### config.mk
export PLATFORM = sky130hd
export DESIGN_NAME = source_text_tokenizer
export DESIGN_NICKNAME = d
export VERILOG_FILES = /design/src/rtl/core/stt_pkg.sv /design/src/rtl/core/stt_token_ram.sv /design/src/rtl/core/stt_kw_match.sv /design/src/rtl/core/source_text_tokenizer.sv
export SDC_FILE = /design/constraint.sdc
export NUM_CORES = 1
export LEC_CHECK = 0
export ABC_AREA = 1
export BUFFER_PORTS_ARGS = -buffer_cell sky130_fd_sc_hd__buf_2
export CAP_MARGIN = 20
export CELL_PAD_IN_SITES_DETAIL_PLACEMENT = 2
export CELL_PAD_IN_SITES_GLOBAL_PLACEMENT = 2
export CORE_MARGIN = 10
export CORE_UTILIZATION = 25
export DETAILED_ROUTE_END_ITERATION = 6
export GPL_TIMING_DRIVEN = 1
export PLACE_DENSITY_LB_ADDON = 0.1
export SYNTH_ARGS = -nofsm -noshare
export SYNTH_HDL_FRONTEND = slang
export SYNTH_SLANG_ARGS = --single-unit
export TNS_END_PERCENT = 30
### constraint.sdc
create_clock -name i_clk -period 8.08 [get_ports i_clk]
set_input_delay 0.808 -clock i_clk [delete_from_list [all_inputs] [get_ports i_clk]]
set_output_delay 0.808 -clock i_clk [all_outputs]
set_load 0.02 [all_outputs]
### src/rtl/core/stt_pkg.sv
`default_nettype none

package stt_pkg;

    // token buffer size and the widths that follow from it
    localparam int TOK_MAX = 32;
    localparam int TOK_AW  = $clog2(TOK_MAX);
    localparam int TOK_LW  = $clog2(TOK_MAX + 1);

    // result kind codes
    localparam logic [3:0] KIND_SEMI    = 4'd0;
    localparam logic [3:0] KIND_LBRACE  = 4'd1;
    localparam logic [3:0] KIND_RBRACE  = 4'd2;
    localparam logic [3:0] KIND_INT     = 4'd3;
    localparam logic [3:0] KIND_FLOAT   = 4'd4;
    localparam logic [3:0] KIND_STRING  = 4'd5;
    localparam logic [3:0] KIND_ASSIGN  = 4'd6;
    localparam logic [3:0] KIND_PLUS    = 4'd7;
    localparam logic [3:0] KIND_MINUS   = 4'd8;
    localparam logic [3:0] KIND_VALUE   = 4'd9;
    localparam logic [3:0] KIND_LITERAL = 4'd10;

    // input op codes
    localparam logic OP_CHAR = 1'b0;
    localparam logic OP_EOL  = 1'b1;

    // characters with a meaning of their own
    localparam logic [7:0] CH_LBRACE = 8'h7B;
    localparam logic [7:0] CH_RBRACE = 8'h7D;
    localparam logic [7:0] CH_QUOTE  = 8'h22;
    localparam logic [7:0] CH_SLASH  = 8'h2F;
    localparam logic [7:0] CH_STAR   = 8'h2A;
    localparam logic [7:0] CH_SEMI   = 8'h3B;
    localparam logic [7:0] CH_ASSIGN = 8'h3D;
    localparam logic [7:0] CH_PLUS   = 8'h2B;
    localparam logic [7:0] CH_MINUS  = 8'h2D;
    localparam logic [7:0] CH_SPACE  = 8'h20;
    localparam logic [7:0] CH_TAB    = 8'h09;

    // keywords that give a token its class
    localparam logic [7:0] KW_INT    [3] = '{8'h69, 8'h6E, 8'h74};
    localparam logic [7:0] KW_FLOAT  [5] = '{8'h66, 8'h6C, 8'h6F, 8'h61, 8'h74};
    localparam logic [7:0] KW_STRING [6] = '{8'h73, 8'h74, 8'h72, 8'h69, 8'h6E, 8'h67};

    typedef enum logic [1:0] {
        MODE_NORMAL,
        MODE_LITERAL,
        MODE_BLOCK,
        MODE_SKIP
    } t_mode;

    typedef enum logic [2:0] {
        ST_IDLE,
        ST_OPEN,
        ST_FETCH,
        ST_EMIT,
        ST_CLOSE,
        ST_DELIM
    } t_state;

    // buffer update, seen by the keyword tracker
    typedef struct packed {
        logic              clr;
        logic              push;
        logic [TOK_LW-1:0] pos;
        logic [7:0]        chr;
    } t_tok_wr;

endpackage

`default_nettype wire

### src/rtl/core/stt_token_ram.sv
`default_nettype none

module stt_token_ram #(
    parameter int DEPTH = 32,
    parameter int WIDTH = 8
) (
    input  wire logic                     i_clk,
    input  wire logic                     i_we,
    input  wire logic [$clog2(DEPTH)-1:0] i_waddr,
    input  wire logic [WIDTH-1:0]         i_wdata,
    input  wire logic                     i_re,
    input  wire logic [$clog2(DEPTH)-1:0] i_raddr,
    output logic      [WIDTH-1:0]         o_rdata
);

    logic [WIDTH-1:0] r_mem [DEPTH];
    logic [WIDTH-1:0] r_rdata;

    always_ff @(posedge i_clk) begin
        if (i_we) begin
            r_mem[i_waddr] <= i_wdata;
        end
    end

    always_ff @(posedge i_clk) begin
        if (i_re) begin
            r_rdata <= r_mem[i_raddr];
        end
    end

    assign o_rdata = r_rdata;

endmodule

`default_nettype wire

### src/rtl/core/stt_kw_match.sv
`default_nettype none

module stt_kw_match
    import stt_pkg::*;
(
    input  wire logic              i_clk,
    input  wire logic              i_rst_n,
    input  wire t_tok_wr           i_wr,
    input  wire logic [TOK_LW-1:0] i_len,
    input  wire logic              i_ovf,
    output logic      [3:0]        o_kind
);

    // prefix of the buffer still matches each keyword
    logic r_m_int, r_m_flt, r_m_str;
    logic n_m_int, n_m_flt, n_m_str;
    logic hit_int, hit_flt, hit_str;

    always_comb begin
        hit_int = 1'b0;
        hit_flt = 1'b0;
        hit_str = 1'b0;
        for (int i = 0; i < 3; i++) begin
            if (i_wr.pos == TOK_LW'(i) && i_wr.chr == KW_INT[i]) hit_int = 1'b1;
        end
        for (int i = 0; i < 5; i++) begin
            if (i_wr.pos == TOK_LW'(i) && i_wr.chr == KW_FLOAT[i]) hit_flt = 1'b1;
        end
        for (int i = 0; i < 6; i++) begin
            if (i_wr.pos == TOK_LW'(i) && i_wr.chr == KW_STRING[i]) hit_str = 1'b1;
        end
    end

    always_comb begin
        n_m_int = r_m_int;
        n_m_flt = r_m_flt;
        n_m_str = r_m_str;
        if (i_wr.clr) begin
            n_m_int = 1'b1;
            n_m_flt = 1'b1;
            n_m_str = 1'b1;
        end else if (i_wr.push) begin
            n_m_int = r_m_int & hit_int;
            n_m_flt = r_m_flt & hit_flt;
            n_m_str = r_m_str & hit_str;
        end
    end

    always_ff @(posedge i_clk) begin
        if (!i_rst_n) begin
            r_m_int <= 1'b1;
            r_m_flt <= 1'b1;
            r_m_str <= 1'b1;
        end else begin
            r_m_int <= n_m_int;
            r_m_flt <= n_m_flt;
            r_m_str <= n_m_str;
        end
    end

    always_comb begin
        if (i_ovf) begin
            o_kind = KIND_VALUE;
        end else if (r_m_int && i_len == TOK_LW'(3)) begin
            o_kind = KIND_INT;
        end else if (r_m_flt && i_len == TOK_LW'(5)) begin
            o_kind = KIND_FLOAT;
        end else if (r_m_str && i_len == TOK_LW'(6)) begin
            o_kind = KIND_STRING;
        end else begin
            o_kind = KIND_VALUE;
        end
    end

endmodule

`default_nettype wire

### src/rtl/core/source_text_tokenizer.sv
`default_nettype none

// Source text tokenizer. Each input item is one source character (op = 0) or an
// end-of-line mark (op = 1); the block splits the text into tokens and returns
// each token one character per result item, tagged with its class, the line
// number, the brace depth and a scope number. Pending token characters sit in a
// token buffer RAM with separate read and write ports and registered read data,
// and the token class is tracked as characters are written, so no second pass is
// needed. Items are taken only while no token is being sent out. A buffered
// token character takes a RAM read (FETCH), then an output register load (EMIT);
// each quote of a string literal and a one-character delimiter token has a state
// of its own (OPEN, CLOSE, DELIM); output stalls hold every load. Characters
// beyond the buffer size are dropped and the token is marked truncated. The
// buffer needs no clearing after reset: only entries already written for the
// pending token are ever read. Line numbers saturate at 65535; depth and scope wrap.

module source_text_tokenizer
    import stt_pkg::*;
(
    input  wire logic               i_clk,
    input  wire logic               i_rst_n,
    // input items
    input  wire logic               i_in_valid,
    output logic                    o_in_ready,
    input  wire logic               i_op,
    input  wire logic        [7:0]  i_in_char,
    // result items
    output logic                    o_out_valid,
    input  wire logic               i_out_ready,
    output logic             [7:0]  o_out_char,
    output logic             [3:0]  o_kind,
    output logic             [15:0] o_line_no,
    output logic signed      [15:0] o_depth,
    output logic             [15:0] o_scope,
    output logic                    o_last_char,
    output logic                    o_truncated
);

    // sequencer
    t_state r_state, n_state;

    // tokenizer state
    t_mode              r_mode, n_mode;
    logic [7:0]         r_prev_char, n_prev_char;
    logic               r_prev_valid, n_prev_valid;
    logic [TOK_LW-1:0]  r_len, n_len;
    logic               r_ovf, n_ovf;
    logic [15:0]        r_line, n_line;
    logic signed [15:0] r_depth, n_depth;
    logic [15:0]        r_scope, n_scope;

    // token being sent out, captured when the item is taken
    logic [TOK_LW-1:0]  r_tok_len;
    logic [3:0]         r_tok_kind;
    logic               r_tok_trunc;
    logic               r_lit;
    logic               r_delim;
    logic [7:0]         r_delim_char;
    logic [3:0]         r_delim_kind;
    logic [15:0]        r_em_line;
    logic signed [15:0] r_em_depth;
    logic [15:0]        r_em_scope;
    logic [TOK_LW-1:0]  r_idx;

    // output register
    logic               r_out_valid;
    logic [7:0]         r_out_char;
    logic [3:0]         r_out_kind;
    logic               r_out_last;
    logic               r_out_trunc;
    logic [15:0]        r_out_line;
    logic signed [15:0] r_out_depth;
    logic [15:0]        r_out_scope;

    // per-item decision
    logic               acc;
    logic               after_slash, after_star;
    logic               is_space, is_delim;
    logic               go_flush, go_lit, go_delim;
    logic               tok_clr, do_append, push;
    logic [3:0]         delim_kind;
    logic [3:0]         kw_kind;
    t_tok_wr            tok_wr;

    // output load
    logic               out_free;
    logic               load;
    logic [7:0]         ld_char;
    logic [3:0]         ld_kind;
    logic               ld_last;
    logic               ld_trunc;
    logic               rd_en;
    logic               idx_last;
    logic [7:0]         rd_data;

    assign o_in_ready = (r_state == ST_IDLE);
    assign acc        = i_in_valid && o_in_ready;
    assign out_free   = !r_out_valid || i_out_ready;
    assign idx_last   = (r_idx == r_tok_len - TOK_LW'(1));

    // pairs only count when both characters are on one line
    assign after_slash = r_prev_valid && (r_prev_char == CH_SLASH);
    assign after_star  = r_prev_valid && (r_prev_char == CH_STAR);
    assign is_space    = i_in_char inside {CH_SPACE, CH_TAB};
    assign is_delim    = i_in_char inside {CH_LBRACE, CH_RBRACE, CH_ASSIGN,
                                           CH_SEMI, CH_PLUS, CH_MINUS};

    always_comb begin
        case (i_in_char)
            CH_SEMI:   delim_kind = KIND_SEMI;
            CH_LBRACE: delim_kind = KIND_LBRACE;
            CH_RBRACE: delim_kind = KIND_RBRACE;
            CH_ASSIGN: delim_kind = KIND_ASSIGN;
            CH_PLUS:   delim_kind = KIND_PLUS;
            default:   delim_kind = KIND_MINUS;
        endcase
    end

    // what one accepted item does to the tokenizer state
    always_comb begin
        n_mode       = r_mode;
        n_prev_char  = r_prev_char;
        n_prev_valid = r_prev_valid;
        n_len        = r_len;
        n_ovf        = r_ovf;
        n_line       = r_line;
        n_depth      = r_depth;
        n_scope      = r_scope;
        go_flush     = 1'b0;
        go_lit       = 1'b0;
        go_delim     = 1'b0;
        tok_clr      = 1'b0;
        do_append    = 1'b0;
        if (acc) begin
            if (i_op == OP_EOL) begin
                // a line break ends a plain token, and ends a line comment
                if (r_mode == MODE_NORMAL) begin
                    go_flush = 1'b1;
                end else if (r_mode == MODE_SKIP) begin
                    n_mode = MODE_NORMAL;
                end
                if (r_line != 16'hFFFF) begin
                    n_line = r_line + 16'd1;
                end
                n_prev_valid = 1'b0;
                n_prev_char  = 8'd0;
            end else begin
                n_prev_char  = i_in_char;
                n_prev_valid = 1'b1;
                case (r_mode)
                    MODE_LITERAL: begin
                        if (i_in_char == CH_QUOTE) begin
                            go_lit  = 1'b1;
                            tok_clr = 1'b1;
                            n_mode  = MODE_NORMAL;
                        end else begin
                            do_append = 1'b1;
                        end
                    end
                    MODE_BLOCK: begin
                        if (i_in_char == CH_SLASH && after_star) begin
                            tok_clr = 1'b1;
                            n_mode  = MODE_NORMAL;
                        end
                    end
                    MODE_SKIP: begin
                    end
                    default: begin
                        if (is_space) begin
                            go_flush = 1'b1;
                        end else if (i_in_char == CH_QUOTE) begin
                            // pending text becomes the start of the literal
                            n_mode = MODE_LITERAL;
                        end else if (i_in_char == CH_SLASH && after_slash) begin
                            tok_clr = 1'b1;
                            n_mode  = MODE_SKIP;
                        end else if (i_in_char == CH_STAR && after_slash) begin
                            // the opening slash goes with the dropped token
                            tok_clr = 1'b1;
                            n_mode  = MODE_BLOCK;
                        end else if (is_delim) begin
                            // braces move depth and scope before the flush
                            if (i_in_char == CH_LBRACE) begin
                                n_depth = r_depth + 16'sd1;
                                n_scope = r_scope + 16'd1;
                            end else if (i_in_char == CH_RBRACE) begin
                                n_depth = r_depth - 16'sd1;
                                n_scope = r_scope + 16'd1;
                            end
                            go_flush = 1'b1;
                            go_delim = 1'b1;
                        end else begin
                            do_append = 1'b1;
                        end
                    end
                endcase
            end
        end
        if (go_flush) begin
            tok_clr = 1'b1;
        end
        push = do_append && (r_len < TOK_LW'(TOK_MAX));
        if (do_append) begin
            if (push) begin
                n_len = r_len + TOK_LW'(1);
            end else begin
                n_ovf = 1'b1;
            end
        end
        if (tok_clr) begin
            n_len = '0;
            n_ovf = 1'b0;
        end
    end

    assign tok_wr.clr  = tok_clr;
    assign tok_wr.push = push;
    assign tok_wr.pos  = r_len;
    assign tok_wr.chr  = i_in_char;

    stt_kw_match u_kw (
        .i_clk   (i_clk),
        .i_rst_n (i_rst_n),
        .i_wr    (tok_wr),
        .i_len   (r_len),
        .i_ovf   (r_ovf),
        .o_kind  (kw_kind)
    );

    // buffer writes happen only while idle and reads only while sending,
    // so the two never touch the same entry in one cycle
    stt_token_ram #(
        .DEPTH (TOK_MAX),
        .WIDTH (8)
    ) u_ram (
        .i_clk   (i_clk),
        .i_we    (push),
        .i_waddr (r_len[TOK_AW-1:0]),
        .i_wdata (i_in_char),
        .i_re    (rd_en),
        .i_raddr (r_idx[TOK_AW-1:0]),
        .o_rdata (rd_data)
    );

    // next state
    always_comb begin
        n_state = r_state;
        case (r_state)
            ST_IDLE: begin
                if (go_lit) begin
                    n_state = ST_OPEN;
                end else if (go_flush && r_len != '0) begin
                    n_state = ST_FETCH;
                end else if (go_delim) begin
                    n_state = ST_DELIM;
                end
            end
            ST_OPEN: begin
                if (out_free) begin
                    n_state = (r_tok_len != '0) ? ST_FETCH : ST_CLOSE;
                end
            end
            ST_FETCH: begin
                n_state = ST_EMIT;
            end
            ST_EMIT: begin
                if (out_free) begin
                    if (!idx_last) begin
                        n_state = ST_FETCH;
                    end else if (r_lit) begin
                        n_state = ST_CLOSE;
                    end else if (r_delim) begin
                        n_state = ST_DELIM;
                    end else begin
                        n_state = ST_IDLE;
                    end
                end
            end
            ST_CLOSE, ST_DELIM: begin
                if (out_free) begin
                    n_state = ST_IDLE;
                end
            end
            default: begin
                n_state = ST_IDLE;
            end
        endcase
    end

    // outputs of the sequencer: buffer read and output register load
    always_comb begin
        rd_en    = 1'b0;
        load     = 1'b0;
        ld_char  = rd_data;
        ld_kind  = r_tok_kind;
        ld_last  = 1'b0;
        ld_trunc = r_tok_trunc;
        case (r_state)
            ST_OPEN: begin
                load    = out_free;
                ld_char = CH_QUOTE;
            end
            ST_FETCH: begin
                rd_en = 1'b1;
            end
            ST_EMIT: begin
                load    = out_free;
                ld_last = idx_last && !r_lit;
            end
            ST_CLOSE: begin
                load    = out_free;
                ld_char = CH_QUOTE;
                ld_last = 1'b1;
            end
            ST_DELIM: begin
                load     = out_free;
                ld_char  = r_delim_char;
                ld_kind  = r_delim_kind;
                ld_last  = 1'b1;
                ld_trunc = 1'b0;
            end
            default: begin
            end
        endcase
    end

    // control state
    always_ff @(posedge i_clk) begin
        if (!i_rst_n) begin
            r_state      <= ST_IDLE;
            r_mode       <= MODE_NORMAL;
            r_prev_char  <= 8'd0;
            r_prev_valid <= 1'b0;
            r_len        <= '0;
            r_ovf        <= 1'b0;
            r_line       <= 16'd1;
            r_depth      <= 16'sd0;
            r_scope      <= 16'd0;
            r_out_valid  <= 1'b0;
            r_idx        <= '0;
        end else begin
            r_state      <= n_state;
            r_mode       <= n_mode;
            r_prev_char  <= n_prev_char;
            r_prev_valid <= n_prev_valid;
            r_len        <= n_len;
            r_ovf        <= n_ovf;
            r_line       <= n_line;
            r_depth      <= n_depth;
            r_scope      <= n_scope;
            if (load) begin
                r_out_valid <= 1'b1;
            end else if (i_out_ready) begin
                r_out_valid <= 1'b0;
            end
            if (acc) begin
                r_idx <= '0;
            end else if (r_state == ST_EMIT && out_free) begin
                r_idx <= r_idx + TOK_LW'(1);
            end
        end
    end

    // token attributes, taken with the item that ends the token
    always_ff @(posedge i_clk) begin
        if (acc) begin
            r_tok_len    <= r_len;
            r_tok_trunc  <= r_ovf;
            r_tok_kind   <= go_lit ? KIND_LITERAL : kw_kind;
            r_lit        <= go_lit;
            r_delim      <= go_delim;
            r_delim_char <= i_in_char;
            r_delim_kind <= delim_kind;
            r_em_line    <= r_line;
            r_em_depth   <= n_depth;
            r_em_scope   <= n_scope;
        end
    end

    // output payload
    always_ff @(posedge i_clk) begin
        if (load) begin
            r_out_char  <= ld_char;
            r_out_kind  <= ld_kind;
            r_out_last  <= ld_last;
            r_out_trunc <= ld_trunc;
            r_out_line  <= r_em_line;
            r_out_depth <= r_em_depth;
            r_out_scope <= r_em_scope;
        end
    end

    assign o_out_valid = r_out_valid;
    assign o_out_char  = r_out_char;
    assign o_kind      = r_out_kind;
    assign o_line_no   = r_out_line;
    assign o_depth     = r_out_depth;
    assign o_scope     = r_out_scope;
    assign o_last_char = r_out_last;
    assign o_truncated = r_out_trunc;

`ifndef NO_ASSERTIONS
    // pending token never outgrows the buffer
    assert property (@(posedge i_clk) disable iff (!i_rst_n)
        r_len <= TOK_LW'(TOK_MAX))
        else $error("token length beyond buffer size");

    // a dropped character only happens with a full buffer
    assert property (@(posedge i_clk) disable iff (!i_rst_n)
        r_ovf |-> (r_len == TOK_LW'(TOK_MAX)))
        else $error("overflow flag without full buffer");

    // buffer reads stay within the token being sent
    assert property (@(posedge i_clk) disable iff (!i_rst_n)
        (r_state == ST_FETCH) |-> (r_idx < r_tok_len))
        else $error("buffer read past end of token");

    // line numbers start at one and never wrap to zero
    assert property (@(posedge i_clk) disable iff (!i_rst_n)
        r_line != 16'd0)
        else $error("line count reached zero");

    // a delimiter item closes its own token and is never truncated
    assert property (@(posedge i_clk) disable iff (!i_rst_n)
        (r_state == ST_DELIM && load) |=> (r_out_last && !r_out_trunc))
        else $error("bad delimiter item");
`endif

endmodule

`default_nettype wire

==> flow_summary.yaml <==
routing:
  num_vias: 13500
  wl_per_cell_um: 21.40
  wl_met1_mm: 30.17
  met2_length_mm: 30.28
  drt_first_pass_iters: 5
  drtIter0Drc: 739
  post_drt_via_cell_ratio: 4.534
  highest_layer: "met5"
  post-route-drc-count: 0
  wl_mm: 63.72
  route.met3.wl_mm: 1.990
  drtAntennaViolNets: 0
clock_tree:
  path_clk_slew_ns: 0.06
  post_cts_buffers: 0
  cts_hold_buf: 0
  cts-htree-levels: 2
  numClockSinks: 478
  cts_resized: 0
  cts_tree: "yes"
  cts_buffers: 54
  cts-root-buf: "clkbuf_16"
  clock_latency_ns: 0.60
  cts.path.max_buffers: 3
yosys:
  synthCells: 1792
  ys_seq_area_share_pct: 68.29
  synth-seq-cells: 478
  synth_edf_count: 399
  syn_avg_cell_area_um2: 11.08
  synth_common_cells: "edfxtp_1, nand2_1, nor2_1"
  synth_top_area_share_pct: 60.33
  synth_warnings: 0
  ys_top_cells_by_area: "edfxtp_1, dfxtp_1, nand2_1, nor2_1, o21ai_0"
  synth_most_common_cell: "edfxtp_1"
  async_flop_share_pct: 0
  synth_cell_types: 51
  yosys.area.top_type: "edfxtp_1"
  synthFlopType: "edfxtp_1"
  syn-num-nets: 1819
  syn_area_mm2: 0.01986
layout:
  area_growth_pct: 17.31
  drive_gt1_share_pct: 11.99
  top_register: "u_ram.r_mem"
  diodes: 0
  fin_util_pct: 29.54
  register_area_mm2: 0.01357
  multi_input_area_mm2: 0.005419
  fillers: 8493
  largest_reg_flops: 256
  finish.net_count: 1909
sta:
  hold_ws_ns: 0.4160
  slew_violations: 0
  min_period_over_period_pct: 45.89
  hold_viol: 0
  setup_violations: 0
  min_period_ns: 3.708
  worstMarginPinSlew_ns: 0.9577
  max_freq_ghz: 0.2697
  rsz0062_at_grt: "false"
  max-slew-margin-rel_pct: 35.92
  finalSetupTns_ns: 0
  fin_ws_ns: 4.372
  clock_skew_ns: 0.01431
worst_setup_path:
  cp-start-kind: "input pin"
  reg2reg_depth: 8
  rrSetupSlack_ns: 4.42
  critPathCaptureType: "register"
  cp.required_ns: 8.30
  r2r_start: "r_idx[0]"
  crit_arrival_ns: 3.93
  critPathKind: "in2reg"
  r2r_end: "u_ram.o_rdata[5]"
  cp_max_fo: 35
placement:
  gp_routability_congestion: 0.7893
  io_buffers: 76
  post-place-ws_ns: 3.653
  hpwl_mm: 43.34
floorplan:
  die_h_um: 301.9
  io_pins: 77
  die_w_um: 301.9
  coreArea_mm2: 0.07887
  row_count: 103
  start_util_pct: 25.18
  die-area_mm2: 0.09112
min_path:
  hold-path-cell-count: 0
  hp-start: "r_em_scope[8]"
  hp-class: "reg2reg"
  hold_end: "o_scope[8]"
global_route:
  grt_max_degree: 113
  antenna_found_initial: 1
  grt_first_pass_wirelength_mm: 96.76
  track_usage_pct: 13.84
  grt_pass1_vias: 14860
  overflow: 0
power:
  p_leak_nw: 8.105
  power_density_mw_per_mm2: 278.9
  vdd_drop_max_v: 0.0001512
  power_mw: 6.498
job:
  drv_cap: 0
status:
  status: "finished clean"
==> worst max-delay path, cell delays in order <==
cell and delay, ns:
buf_2 0.69, inv_1 0.21, nand2_1 0.19, nor2_2 0.08, o2bb2ai_1 0.33, nand2_1 0.11, o21ai_2 0.18, nand2_2 0.14
nor2_8 0.20, nand2_2 0.29, nor2_1 0.66
==> how the worst max path moves through the flow <==
stage / startpoint / to / slack, ns / cells after the start
floorplan: i_out_ready / o_depth[0] / 4.09 / 2
global placement: i_in_char[2] / u_ram.r_mem[26][6] / 3.80 / 11
detailed placement: i_in_char[2] / u_ram.r_mem[17][6] / 3.65 / 11
CTS: i_in_char[2] / u_ram.r_mem[17][7] / 4.31 / 11
global route: i_in_char[2] / u_ram.r_mem[1][0] / 4.06 / 11
finish: i_in_char[2] / u_ram.r_mem[17][7] / 4.37 / 11
==> per-layer routing <==
metal  vias up  track usage, %
li1       6451               -
met1      6807           18.46
met2       159           23.23
met3        78           2.173
met4         2           3.372
met5         -               0
==> metrics by stage <==
| step | cell area [um2] | cells |
|---|---|---|
| 2_1_floorplan | 19860 | 1792 |
| 3_3_place_gp | 21450 | 2872 |
| 3_5_place_dp | 21480 | 2874 |
| 4_1_cts | 23260 | 2975 |
| 5_1_grt | 23300 | 2977 |
| 6_report | 23300 | 2977 |
==> cell families after synthesis <==
kind of cell	count (synthesis)	share of synthesized area, %
and+or+nand+nor	713	15.67
muxes	1	0.05040
DFF	478	68.29
buffers and inverters	232	4.460
xor gates and xnor gates	23	1.052
adders and majority gates	14	0.8820
AOI/OAI and AO/OA	331	9.589
==> placed cells by master (no fill, tap or decap), types with 24 or more instances in the layout <==
master     netlist  layout
a21oi_1         51      51
edfxtp_1       399     399
clkbuf_16        0      55
nand2_1        269     269
o22ai_1         43      43
nand3_1         85      85
o21ai_0        178     178
nand4_1         27      27
nor2_1         264     263
o221ai_1        24      24
dfxtp_1         79      77
buf_2           11      76
inv_1          154     153
==> power by group <==
part | leakage [nW] | internal (mW) | switching (mW)
sequential | 4.31 | 3.03 | 0.0866
clock | 0.861 | 1.47 | 1.01
combinational | 2.94 | 0.194 | 0.710
==> layout make-up <==
| cell class | count | area share (%) |
|---|---|---|
| clock inverter | 26 | 1.278 |
| inverter | 169 | 2.733 |
| clock buffer | 75 | 6.358 |
| multi-input combinational | 1082 | 23.26 |
| tap | 1050 | 5.639 |
| timing repair buffer | 97 | 2.497 |
| sequential | 478 | 58.24 |
No activity file was read; power rests on OpenSTA's default activity.
